## config.mk

```make
export PLATFORM = sky130hd
export DESIGN_NAME = note_dispenser_with_inventory
export DESIGN_NICKNAME = d
export VERILOG_FILES = /design/src/hdl/ndisp_pkg.sv /design/src/hdl/note_dispenser_with_inventory.sv
export SDC_FILE = /design/constraint.sdc
export NUM_CORES = 2
export LEC_CHECK = 0
export BUFFER_PORTS_ARGS = -buffer_cell sky130_fd_sc_hd__buf_2
export CAP_MARGIN = 20
export CORE_AREA = 2 2 172 343
export CTS_CLUSTER_DIAMETER = 120
export DETAILED_ROUTE_END_ITERATION = 16
export DIE_AREA = 0 0 174 345
export PLACE_DENSITY = 0.83
export REMOVE_ABC_BUFFERS = 1
export SYNTH_ARGS = -nofsm -noshare
export SYNTH_HDL_FRONTEND = slang
export SYNTH_SLANG_ARGS = --single-unit
```

## constraint.sdc

```tcl
create_clock -name i_clk -period 31.8 [get_ports i_clk]
set_clock_uncertainty 0.15 [all_clocks]
set_input_delay 3.18 -clock i_clk [delete_from_list [all_inputs] [get_ports i_clk]]
set_output_delay 3.18 -clock i_clk [all_outputs]
set_load 0.05 [all_outputs]
```

## src/hdl/ndisp_pkg.sv

```systemverilog
// Shared types, codes and denomination tables for the note dispenser.
package ndisp_pkg;

    localparam int TABLE_DENOMS  = 8;
    localparam int BASE_CAPACITY = 100;
    localparam int RECIP_SHIFT   = 18;

    // Action codes
    localparam logic [1:0] ACT_WITHDRAW = 2'd0;
    localparam logic [1:0] ACT_REFILL   = 2'd1;
    localparam logic [1:0] ACT_REPORT   = 2'd2;

    // Status codes
    localparam logic [2:0] ST_OK          = 3'd0;
    localparam logic [2:0] ST_OVER_BAL    = 3'd1;
    localparam logic [2:0] ST_NO_CHANGE   = 3'd2;
    localparam logic [2:0] ST_OVER_CAP    = 3'd3;
    localparam logic [2:0] ST_ZERO_IGNORE = 3'd4;

    typedef struct packed {
        logic [1:0]  action;
        logic [17:0] amount;
        logic [2:0]  denom_sel;
        logic [13:0] refill_count;
    } t_in;

    typedef struct packed {
        logic [2:0]  denom_index;
        logic [13:0] notes_moved;
        logic [13:0] notes_left;
        logic [17:0] balance;
        logic [2:0]  status;
        logic        last;
    } t_out;

    function automatic logic [8:0] note_value(input logic [2:0] k);
        logic [8:0] v;
        case (k)
            3'd0:    v = 9'd500;
            3'd1:    v = 9'd150;
            3'd2:    v = 9'd50;
            3'd3:    v = 9'd20;
            3'd4:    v = 9'd10;
            3'd5:    v = 9'd5;
            3'd6:    v = 9'd2;
            default: v = 9'd1;
        endcase
        return v;
    endfunction

    // floor(2^18 / value): estimate is exact or one low for any 18-bit dividend
    function automatic logic [18:0] note_recip(input logic [2:0] k);
        logic [18:0] r;
        case (k)
            3'd0:    r = 19'd524;
            3'd1:    r = 19'd1747;
            3'd2:    r = 19'd5242;
            3'd3:    r = 19'd13107;
            3'd4:    r = 19'd26214;
            3'd5:    r = 19'd52428;
            3'd6:    r = 19'd131072;
            default: r = 19'd262144;
        endcase
        return r;
    endfunction

    function automatic logic [13:0] capacity(input logic [2:0] k);
        return 14'(BASE_CAPACITY) << k;
    endfunction

    function automatic int reset_balance(input int n);
        int sum;
        sum = 0;
        for (int k = 0; k < TABLE_DENOMS; k++) begin
            if (k < n) begin
                sum = sum + int'(capacity(3'(k))) * int'(note_value(3'(k)));
            end
        end
        return sum;
    endfunction

endpackage

```

## src/hdl/note_dispenser_with_inventory.sv

```systemverilog
// Note dispenser core: greedy withdrawal over a bounded note stock, refill and report.
// Withdraw runs estimate, multiply and fix for each denomination in turn, then lists one
//   result per cycle for the N active denominations; no change or a refused or zero withdraw
//   gives one result; refill checks capacity, then adds notes; report lists the N stocks.
// One item at a time: busy is high while the item is worked on; the shared multiplier
//   sets the pace and the receiver cannot stall. Sync active-low reset fills the stock.
module note_dispenser_with_inventory #(
    parameter int NUM_DENOMS = 8
) (
    input  logic              i_clk,
    input  logic              i_rst_n,
    input  logic              start,
    output logic              busy,
    input  ndisp_pkg::t_in    i_item,
    output logic              o_strobe,
    output ndisp_pkg::t_out   o_result
);

    // Only the eight known denominations exist.
    localparam int ACTIVE = (NUM_DENOMS < ndisp_pkg::TABLE_DENOMS) ?
                            NUM_DENOMS : ndisp_pkg::TABLE_DENOMS;
    localparam logic [2:0]  LAST_K  = 3'(ACTIVE - 1);
    localparam logic [17:0] RST_BAL = 18'(ndisp_pkg::reset_balance(ACTIVE));

    localparam logic [2:0] S_IDLE   = 3'd0;
    localparam logic [2:0] S_EST    = 3'd1;  // rem * recip -> quotient estimate
    localparam logic [2:0] S_MUL    = 3'd2;  // cap by stock, q * value
    localparam logic [2:0] S_FIX    = 3'd3;  // one-step correction, new remainder
    localparam logic [2:0] S_EMIT   = 3'd4;  // commit and list dispensed notes
    localparam logic [2:0] S_REFILL = 3'd5;  // capacity check
    localparam logic [2:0] S_RADD   = 3'd6;  // add notes and value
    localparam logic [2:0] S_REPORT = 3'd7;

    logic [2:0]  r_state, n_state;
    logic [2:0]  r_k, n_k;               // denomination being worked on
    logic [17:0] r_rem, n_rem;           // remainder of the greedy split
    logic [13:0] r_qc, n_qc;             // stock-capped quotient estimate
    logic [17:0] r_bal, n_bal;
    logic [17:0] r_amount, n_amount;
    logic [13:0] r_count, n_count;
    logic [36:0] r_prod, n_prod;         // shared multiplier output register
    logic [13:0] r_stock [ndisp_pkg::TABLE_DENOMS];
    logic [13:0] n_stock [ndisp_pkg::TABLE_DENOMS];
    logic [13:0] r_tent  [ndisp_pkg::TABLE_DENOMS];
    logic [13:0] n_tent  [ndisp_pkg::TABLE_DENOMS];
    logic            r_strobe, n_strobe;
    ndisp_pkg::t_out r_out, n_out;

    // Shared multiplier
    logic [18:0] mul_a;
    logic [17:0] mul_b;
    logic [36:0] mul_p;
    assign mul_p = {18'b0, mul_a} * {19'b0, mul_b};

    // Working values for the selected denomination
    logic [13:0] stock_k;
    logic [8:0]  value_k;
    logic [17:0] q_est;
    logic [13:0] q_cap;
    logic [17:0] r0;
    logic [13:0] q_fix;
    logic [17:0] rem_fix;
    logic [14:0] stock_sum;
    logic [13:0] left_k;

    assign stock_k   = r_stock[r_k];
    assign value_k   = ndisp_pkg::note_value(r_k);
    assign q_est     = r_prod[35:18];
    assign q_cap     = (q_est > {4'b0, stock_k}) ? stock_k : q_est[13:0];
    assign r0        = r_rem - r_prod[17:0];
    assign stock_sum = {1'b0, stock_k} + {1'b0, r_count};
    assign left_k    = stock_k - r_tent[r_k];

    // Estimate may be one short; bump it only while stock allows.
    always_comb begin
        if ((r_qc < stock_k) && (r0 >= {9'b0, value_k})) begin
            q_fix   = r_qc + 14'd1;
            rem_fix = r0 - {9'b0, value_k};
        end else begin
            q_fix   = r_qc;
            rem_fix = r0;
        end
    end

    function automatic ndisp_pkg::t_out make_out(
        input logic [2:0]  idx,
        input logic [13:0] moved,
        input logic [13:0] left,
        input logic [17:0] bal,
        input logic [2:0]  status,
        input logic        last
    );
        ndisp_pkg::t_out o;
        o.denom_index = idx;
        o.notes_moved = moved;
        o.notes_left  = left;
        o.balance     = bal;
        o.status      = status;
        o.last        = last;
        return o;
    endfunction

    always_comb begin
        n_state  = r_state;
        n_k      = r_k;
        n_rem    = r_rem;
        n_qc     = r_qc;
        n_bal    = r_bal;
        n_amount = r_amount;
        n_count  = r_count;
        n_prod   = r_prod;
        n_stock  = r_stock;
        n_tent   = r_tent;
        n_strobe = 1'b0;
        n_out    = r_out;
        mul_a    = '0;
        mul_b    = '0;

        case (r_state)
            S_IDLE: begin
                if (start) begin
                    n_amount = i_item.amount;
                    n_count  = i_item.refill_count;
                    case (i_item.action)
                        ndisp_pkg::ACT_WITHDRAW: begin
                            if (i_item.amount == 18'd0) begin
                                n_strobe = 1'b1;
                                n_out    = make_out(3'd0, 14'd0, 14'd0, r_bal,
                                                    ndisp_pkg::ST_ZERO_IGNORE, 1'b1);
                            end else if (i_item.amount > r_bal) begin
                                n_strobe = 1'b1;
                                n_out    = make_out(3'd0, 14'd0, 14'd0, r_bal,
                                                    ndisp_pkg::ST_OVER_BAL, 1'b1);
                            end else begin
                                n_rem   = i_item.amount;
                                n_k     = 3'd0;
                                n_state = S_EST;
                            end
                        end
                        ndisp_pkg::ACT_REFILL: begin
                            n_k     = i_item.denom_sel;
                            n_state = S_REFILL;
                        end
                        ndisp_pkg::ACT_REPORT: begin
                            n_k     = 3'd0;
                            n_state = S_REPORT;
                        end
                        default: begin
                            // unused action code: no result
                        end
                    endcase
                end
            end
            S_EST: begin
                mul_a   = ndisp_pkg::note_recip(r_k);
                mul_b   = r_rem;
                n_prod  = mul_p;
                n_state = S_MUL;
            end
            S_MUL: begin
                mul_a   = {5'b0, q_cap};
                mul_b   = {9'b0, value_k};
                n_prod  = mul_p;
                n_qc    = q_cap;
                n_state = S_FIX;
            end
            S_FIX: begin
                n_tent[r_k] = q_fix;
                n_rem       = rem_fix;
                if (r_k == LAST_K) begin
                    if (rem_fix != 18'd0) begin
                        // stock untouched so far, nothing to roll back
                        n_strobe = 1'b1;
                        n_out    = make_out(3'd0, 14'd0, 14'd0, r_bal,
                                            ndisp_pkg::ST_NO_CHANGE, 1'b1);
                        n_state  = S_IDLE;
                    end else begin
                        n_bal   = r_bal - r_amount;
                        n_k     = 3'd0;
                        n_state = S_EMIT;
                    end
                end else begin
                    n_k     = r_k + 3'd1;
                    n_state = S_EST;
                end
            end
            S_EMIT: begin
                n_stock[r_k] = left_k;
                n_strobe     = 1'b1;
                n_out        = make_out(r_k, r_tent[r_k], left_k, r_bal,
                                        ndisp_pkg::ST_OK, r_k == LAST_K);
                if (r_k == LAST_K) begin
                    n_state = S_IDLE;
                end else begin
                    n_k = r_k + 3'd1;
                end
            end
            S_REFILL: begin
                if (int'(r_k) >= ACTIVE) begin
                    n_strobe = 1'b1;
                    n_out    = make_out(r_k, 14'd0, 14'd0, r_bal,
                                        ndisp_pkg::ST_OVER_CAP, 1'b1);
                    n_state  = S_IDLE;
                end else if (stock_sum > {1'b0, ndisp_pkg::capacity(r_k)}) begin
                    n_strobe = 1'b1;
                    n_out    = make_out(r_k, 14'd0, stock_k, r_bal,
                                        ndisp_pkg::ST_OVER_CAP, 1'b1);
                    n_state  = S_IDLE;
                end else begin
                    mul_a   = {5'b0, r_count};
                    mul_b   = {9'b0, value_k};
                    n_prod  = mul_p;
                    n_state = S_RADD;
                end
            end
            S_RADD: begin
                n_stock[r_k] = stock_sum[13:0];
                n_bal        = r_bal + r_prod[17:0];
                n_strobe     = 1'b1;
                n_out        = make_out(r_k, r_count, stock_sum[13:0],
                                        r_bal + r_prod[17:0], ndisp_pkg::ST_OK, 1'b1);
                n_state      = S_IDLE;
            end
            S_REPORT: begin
                n_strobe = 1'b1;
                n_out    = make_out(r_k, 14'd0, stock_k, r_bal,
                                    ndisp_pkg::ST_OK, r_k == LAST_K);
                if (r_k == LAST_K) begin
                    n_state = S_IDLE;
                end else begin
                    n_k = r_k + 3'd1;
                end
            end
            default: begin
                n_state = S_IDLE;
            end
        endcase
    end

    // Control and inventory state
    always_ff @(posedge i_clk) begin
        if (!i_rst_n) begin
            r_state  <= S_IDLE;
            r_strobe <= 1'b0;
            r_bal    <= RST_BAL;
            for (int k = 0; k < ndisp_pkg::TABLE_DENOMS; k++) begin
                r_stock[k] <= (k < ACTIVE) ? ndisp_pkg::capacity(3'(k)) : 14'd0;
            end
        end else begin
            r_state  <= n_state;
            r_strobe <= n_strobe;
            r_bal    <= n_bal;
            r_stock  <= n_stock;
        end
    end

    // Datapath registers
    always_ff @(posedge i_clk) begin
        r_k      <= n_k;
        r_rem    <= n_rem;
        r_qc     <= n_qc;
        r_amount <= n_amount;
        r_count  <= n_count;
        r_prod   <= n_prod;
        r_tent   <= n_tent;
        r_out    <= n_out;
    end

    assign busy     = (r_state != S_IDLE);
    assign o_strobe = r_strobe;
    assign o_result = r_out;

endmodule
```

Word level (Yosys, flattened, before mapping)
Index checks and enable logic that the tools add are counted.
Storage, ports and cells
  register bits after elaboration: 402
  input bits: 40
  output and inout port bits: 55
Operators by class
  add/subtract/negate cells: 8
  $mul: 1
  $lt $le $gt $ge: 7
  eq/ne operators: 32
  shift operators: 1
  muxes and demuxes: 64
  bitwise logic cells: 1
  reduce and logical (&&, ||, !) cells: 24
Operators by type and width (count)
  $mux 53: 7
  $bwmux 112: 3
  $pmux 53 s6: 1
  $pmux 112 s2: 1
  $pmux 19 s7: 1
  $mux 18: 7
  $mux 14: 8
  $bmux 14 s3: 2
  $pmux 18 s2: 2
  $pmux 36 s2: 1
  $pmux 9 s7: 1
  $pmux 19 s3: 1
  $pmux 18 s3: 1
  $demux 14 s3: 1
  $mux 3: 13
  $mul 19x18->36: 1
  $mux 36: 1
  $sub 18x18->18: 2
  $pmux 3 s3: 3
  $eq 3x3->1 const B: 8
  $pmux 3 s7: 1
  $add 18x18->18: 1
  $ge 18x9->1: 1
  $gt 18x14->1: 1
  other kinds (37): 69

Logic depth before layout (Yosys ltp)
  word-level depth: 11
  depth in mapped cells: 52
  gate-level depth less buffers: 49

Worst setup path after synthesis
Ideal clock, no wire load.
  path kind: reg2reg
  from: register r_k[1]
  to: register r_prod[35] (data pin)
  setup time: 0.260 ns
  arrival: 11.261 ns
  path slack: 20.129 ns
  cell stages (with the launch flop): 47
  period minus slack after synthesis: 11.671 ns
  cells stage by stage: edfxtp_1 clkbuf_1 nor3_1 clkbuf_1 a22oi_1 nand4_1 ha_1 a21o_1 a21oi_1 o21bai_1 a21oi_1 o21bai_1 a211oi_1 o21ai_0 nand4_1 nor3b_1 inv_1 ha_1 [11 not listed] fa_1 inv_1 fa_1 fa_1 inv_1 fa_1 inv_1 ha_1 a21oi_1 nand2_1 or3_1 a41oi_1 o21ai_0 nor3b_1 nor4_1 o31ai_1 a21oi_1 xnor2_1
On the way
  word-level cells in the longest chain between the ends: 11
RTL lines
  start, declared: line note_dispenser_with_inventory.sv:35  | logic [2:0] r_k, n_k;
  start signal, assigned: line note_dispenser_with_inventory.sv:259  | r_k <= n_k;
  $not 3->4 (not written as such): line note_dispenser_with_inventory.sv:66  | assign stock_k = r_stock[r_k];
  $bmux 14 s3: line note_dispenser_with_inventory.sv:66
  $mux 14 (not written as such) (2 in a row): line note_dispenser_with_inventory.sv:66
  $add 14x14->15: line note_dispenser_with_inventory.sv:71  | assign stock_sum = {1'b0, stock_k} + {1'b0, r_count};
  $gt 15x14->1: line note_dispenser_with_inventory.sv:204  | end else if (stock_sum > {1'b0, ndisp_pkg::capacity(r_k)}) begin
  $mux 14 / $mux 9 (equally long branches): line note_dispenser_with_inventory.sv:204
  $pmux 19 s3 / $pmux 18 s3 (equally long branches): line note_dispenser_with_inventory.sv:119  | case (r_state)
  $mul 19x18->36 (*): line note_dispenser_with_inventory.sv:53  | assign mul_p = {18'b0, mul_a} * {19'b0, mul_b};
  named net mul_p[35]: line note_dispenser_with_inventory.sv:52  | logic [36:0] mul_p;
  $mux 36: line note_dispenser_with_inventory.sv:204
  $pmux 36 s2 (*): line note_dispenser_with_inventory.sv:119
  end signal, assigned: line note_dispenser_with_inventory.sv:264  | r_prod <= n_prod;
  end, declared: line note_dispenser_with_inventory.sv:41  | logic [36:0] r_prod, n_prod;
The timed path passes the listed nets; every way through them passes the cells marked *. The select of a mux whose other input is x is not followed.
A chain may end at the register's enable or synchronous reset.

Worst setup path in the final report
  from: register r_k[2]
  to: register r_prod[35] (data pin)
The elaborated chain is that of the path after synthesis.

==> reports/qor.txt <==
power share of the sequential group: 0.217
die area: 60030 um2
vias in the first global route: 27037
yosys warns: 0
FF+latch count, synth: 402
DRT iter0 DRCs: 2902
Port Buffers: 94
global route total overflow: 0
unrepaired setup endpoints after global routing: false
fmax: 73.71 MHz
Clock Tree Buf Depth: 3
die height: 345 um
total design power: 3670 uW
routed wl met2: 46.20 mm
Worst Path Required: 31.94 ns
routed wire length: 102.9 mm
Mapped Cells: 3479
# rows: 125
P_leak: 0.01570 uW
max layer used: met5
vias after detailed routing: 27173
initial antenna violation count: 3
met3 wire len: 9.456 mm
Final ANT Viol Nets: 0
r2r setup slk: 18.23 ns
Worst Max-Slew Pin Slew: 1.205 ns
Starting Density: 0.5732
P_sw: 1945 uW
syn_area_per_cell: 9.482 um2
status: completed
drt pass-1 iters: 6
CP Max Fanout: 37
TritonCTS Buffers: 39
Sw Share: 0.5301
ys flop type: edfxtp_1
P_int: 1725 uW
post-CTS sizing: 0
clock transition at the registers of the reported paths: 0.07 ns
Setup WS pre-CTS: 18.52 ns
post-synthesis sequential area ratio: 0.3253
combinational share of power: 0.649
fraction of registers with async set/reset: 0
fin worst setup slack: 18.23 ns
post-detail-place hpwl: 79.69 mm
residual DRC count: 0
final core occ: 0.6225
placer congestion estimate: 1.027
min Tclk post-route: 13.57 ns
setup_tns: 0 ns
post-cts hold buffer count: 0
Final Hold Fails: 0
crit-path max cell delay: 0.90 ns
Post-Syn Area: 32990 um2
Metal-1 WL: 37.69 mm
cells on worst reg2reg path: 47
Max-Cap Viols: 0
WS Path Type: reg -> reg
hold path cells: 2
Die X: 174 um
setup bufs post-CTS: 0
Max Transition Viols Final: 0
Core ar.: 57560 um2
fraction of layout cells with a size suffix above 1: 0.08620
clock latency at the later pin of the worst-skew pair: 0.58 ns
CP endpoint kind: flip-flop
Root Buffer: clkbuf_16
largest net degree at the start of global routing: 81
CP startpoint kind: flip-flop
Sequential Area: 10730 um2
worst min path class: reg -> reg
area of the multi-input gates: 20220 um2
CTS tree: yes
Max-slew headroom: 0.1739
TritonCTS Sinks: 402
NumNets Final: 4122
Post-synth EDFFs: 268
Period Utilization, post-route: 0.4266
post-detailed-route via-to-cell ratio: 6.264
Peak VDD IR: 0.08415 mV
clock share of power: 0.134
H-tree depth: 2
power per cell area: 102.4 nW/um2
first-pass GRT wire length: 157.5 mm
# setup viols final: 0
WL/cell: 23.72 um
final instance area: 35830 um2
number of fill cells: 4745
CP max-delay cell: a221oi_1
Area after DPL: 34480 um2
synth-to-layout area growth: 8.602%
# IOs: 95
Arrival @ worst endpoint: 13.71 ns
Total GRT Usage: 0.3428
Synth cell types: 88
## layout make-up
class                   instances  share of cell area
repair buffers                157             0.02633
well taps                     762             0.02661
diodes                          3           0.0002095
multi-input cells            2509              0.5645
inverters                     433             0.04537
clock buffers                  53             0.03171
flip-flops and latches        402              0.2995
clock inverters                19            0.005762
## state kept, by name, summed over array words and instances (netlist names)
| register | cells |
|---|---|
| r_amount | 18 |
| r_tent | 112 |
| r_bal | 18 |
| r_prod | 36 |
| r_count | 14 |
| o_strobe | 1 |
| r_stock | 112 |
| r_state | 3 |
| o_result | 53 |
| r_qc | 14 |
| r_rem | 18 |
| r_k | 3 |
## kinds of logic after synthesis
kind of cell / synth area share
AO/OA/AOI/OAI: 0.1489
XOR/XNOR: 0.03212
adder cells (fa/ha/maj): 0.2637
buffers and inverters: 0.06516
flip-flops: 0.3253
multiplexers: 0.02075
AND/OR/NAND/NOR: 0.1440
## worst paths after layout
path          startpoint     endpoint
max               r_k[2]   r_prod[35]
min          r_stock[14]  r_stock[14]
max reg2reg       r_k[2]   r_prod[35]
min reg2reg  r_stock[14]  r_stock[14]
## cells in the mapped netlist, types with 7 or more instances
cell type,instances,area (um2)
xnor2_1,79,691.9
ha_1,281,3516
a221o_1,16,160.2
and3_1,29,181.4
a22oi_1,58,435.4
nand4_1,27,168.9
nor3_1,44,220.2
o211ai_1,39,292.8
fa_1,259,5185
nand2b_1,34,212.7
a211oi_1,83,623.1
xor2_1,42,367.9
inv_1,431,1618
or3_1,15,93.84
and2_1,18,112.6
a221oi_1,33,289.0
a22o_1,24,210.2
edfxtp_1,268,8048
a21o_1,48,360.4
a21oi_1,158,790.8
o21bai_1,13,97.59
clkbuf_1,111,416.7
buf_2,8,40.04
nor4_1,16,100.1
buf_1,15,56.30
or4_1,9,67.56
nand2_1,324,1216
dfxtp_1,134,2683
nor2_1,422,1584
nand3_1,48,240.2
mux2_2,19,214.0
a31oi_1,17,106.4
nor2b_1,27,168.9
or2_2,21,131.4
mux2i_1,38,380.4
o21ai_0,123,615.6
o221ai_1,7,61.31
o21a_1,31,232.7
## worst max-delay path: cells and delay by family, from the launching register on
family                   cells  cell delay (ns)
buffers and inverters        9             1.51
XOR/XNOR                     1             0.09
adder cells (fa/ha/maj)      9             4.05
AND/OR/NAND/NOR             12             2.75
flip-flops                   1             0.33
AO/OA/AOI/OAI               16             4.38
## layout by cell type (no fill, tap or decap), types with 17 or more instances in the layout
cell / Yosys / final
and3_1: 29 / 28
dfxtp_1: 134 / 133
and2_1: 18 / 18
mux2i_1: 38 / 38
a22oi_1: 58 / 58
xor2_1: 42 / 42
inv_1: 431 / 431
a31oi_1: 17 / 17
a211oi_1: 83 / 83
buf_4: 0 / 63
nand3_1: 48 / 48
nor3_1: 44 / 36
buf_2: 8 / 94
a21o_1: 48 / 48
or2_2: 21 / 21
edfxtp_1: 268 / 268
nand2b_1: 34 / 34
a22o_1: 24 / 24
o21a_1: 31 / 31
ha_1: 281 / 281
fa_1: 259 / 259
o21ai_0: 123 / 122
nand4_1: 27 / 27
nand2_1: 324 / 324
a221oi_1: 33 / 30
clkbuf_16: 0 / 42
xnor2_1: 79 / 79
a21oi_1: 158 / 156
nor2b_1: 27 / 27
nor2_1: 422 / 413
o211ai_1: 39 / 39
mux2_2: 19 / 19
## metal layers
layer,global-route usage,vias to the layer above
met5,0,-
met4,0.2572,2
met3,0.05691,425
met2,0.5361,1588
met1,0.4256,13000
li1,-,12158
## per-stage QoR
| stage | hold slack, ns | cells |
|---|---|---|
| floorplan | 0.2829 | 3344 |
| global placement | 0.2978 | 4263 |
| detailed placement | 0.3022 | 4263 |
| CTS | 0.3116 | 4335 |
| global route | 0.3322 | 4336 |
| finish | 0.3102 | 4338 |
## power groups by stage
stage	logic, uW	registers [uW]	clock network, uW
2_1_floorplan	1480	842	0
3_3_place_gp	2270	802	0
3_5_place_dp	2300	803	0
4_1_cts	2320	793	495
5_1_grt	2550	797	512
6_report	2380	797	490
Note: power is estimated with default switching activity, not from simulation.
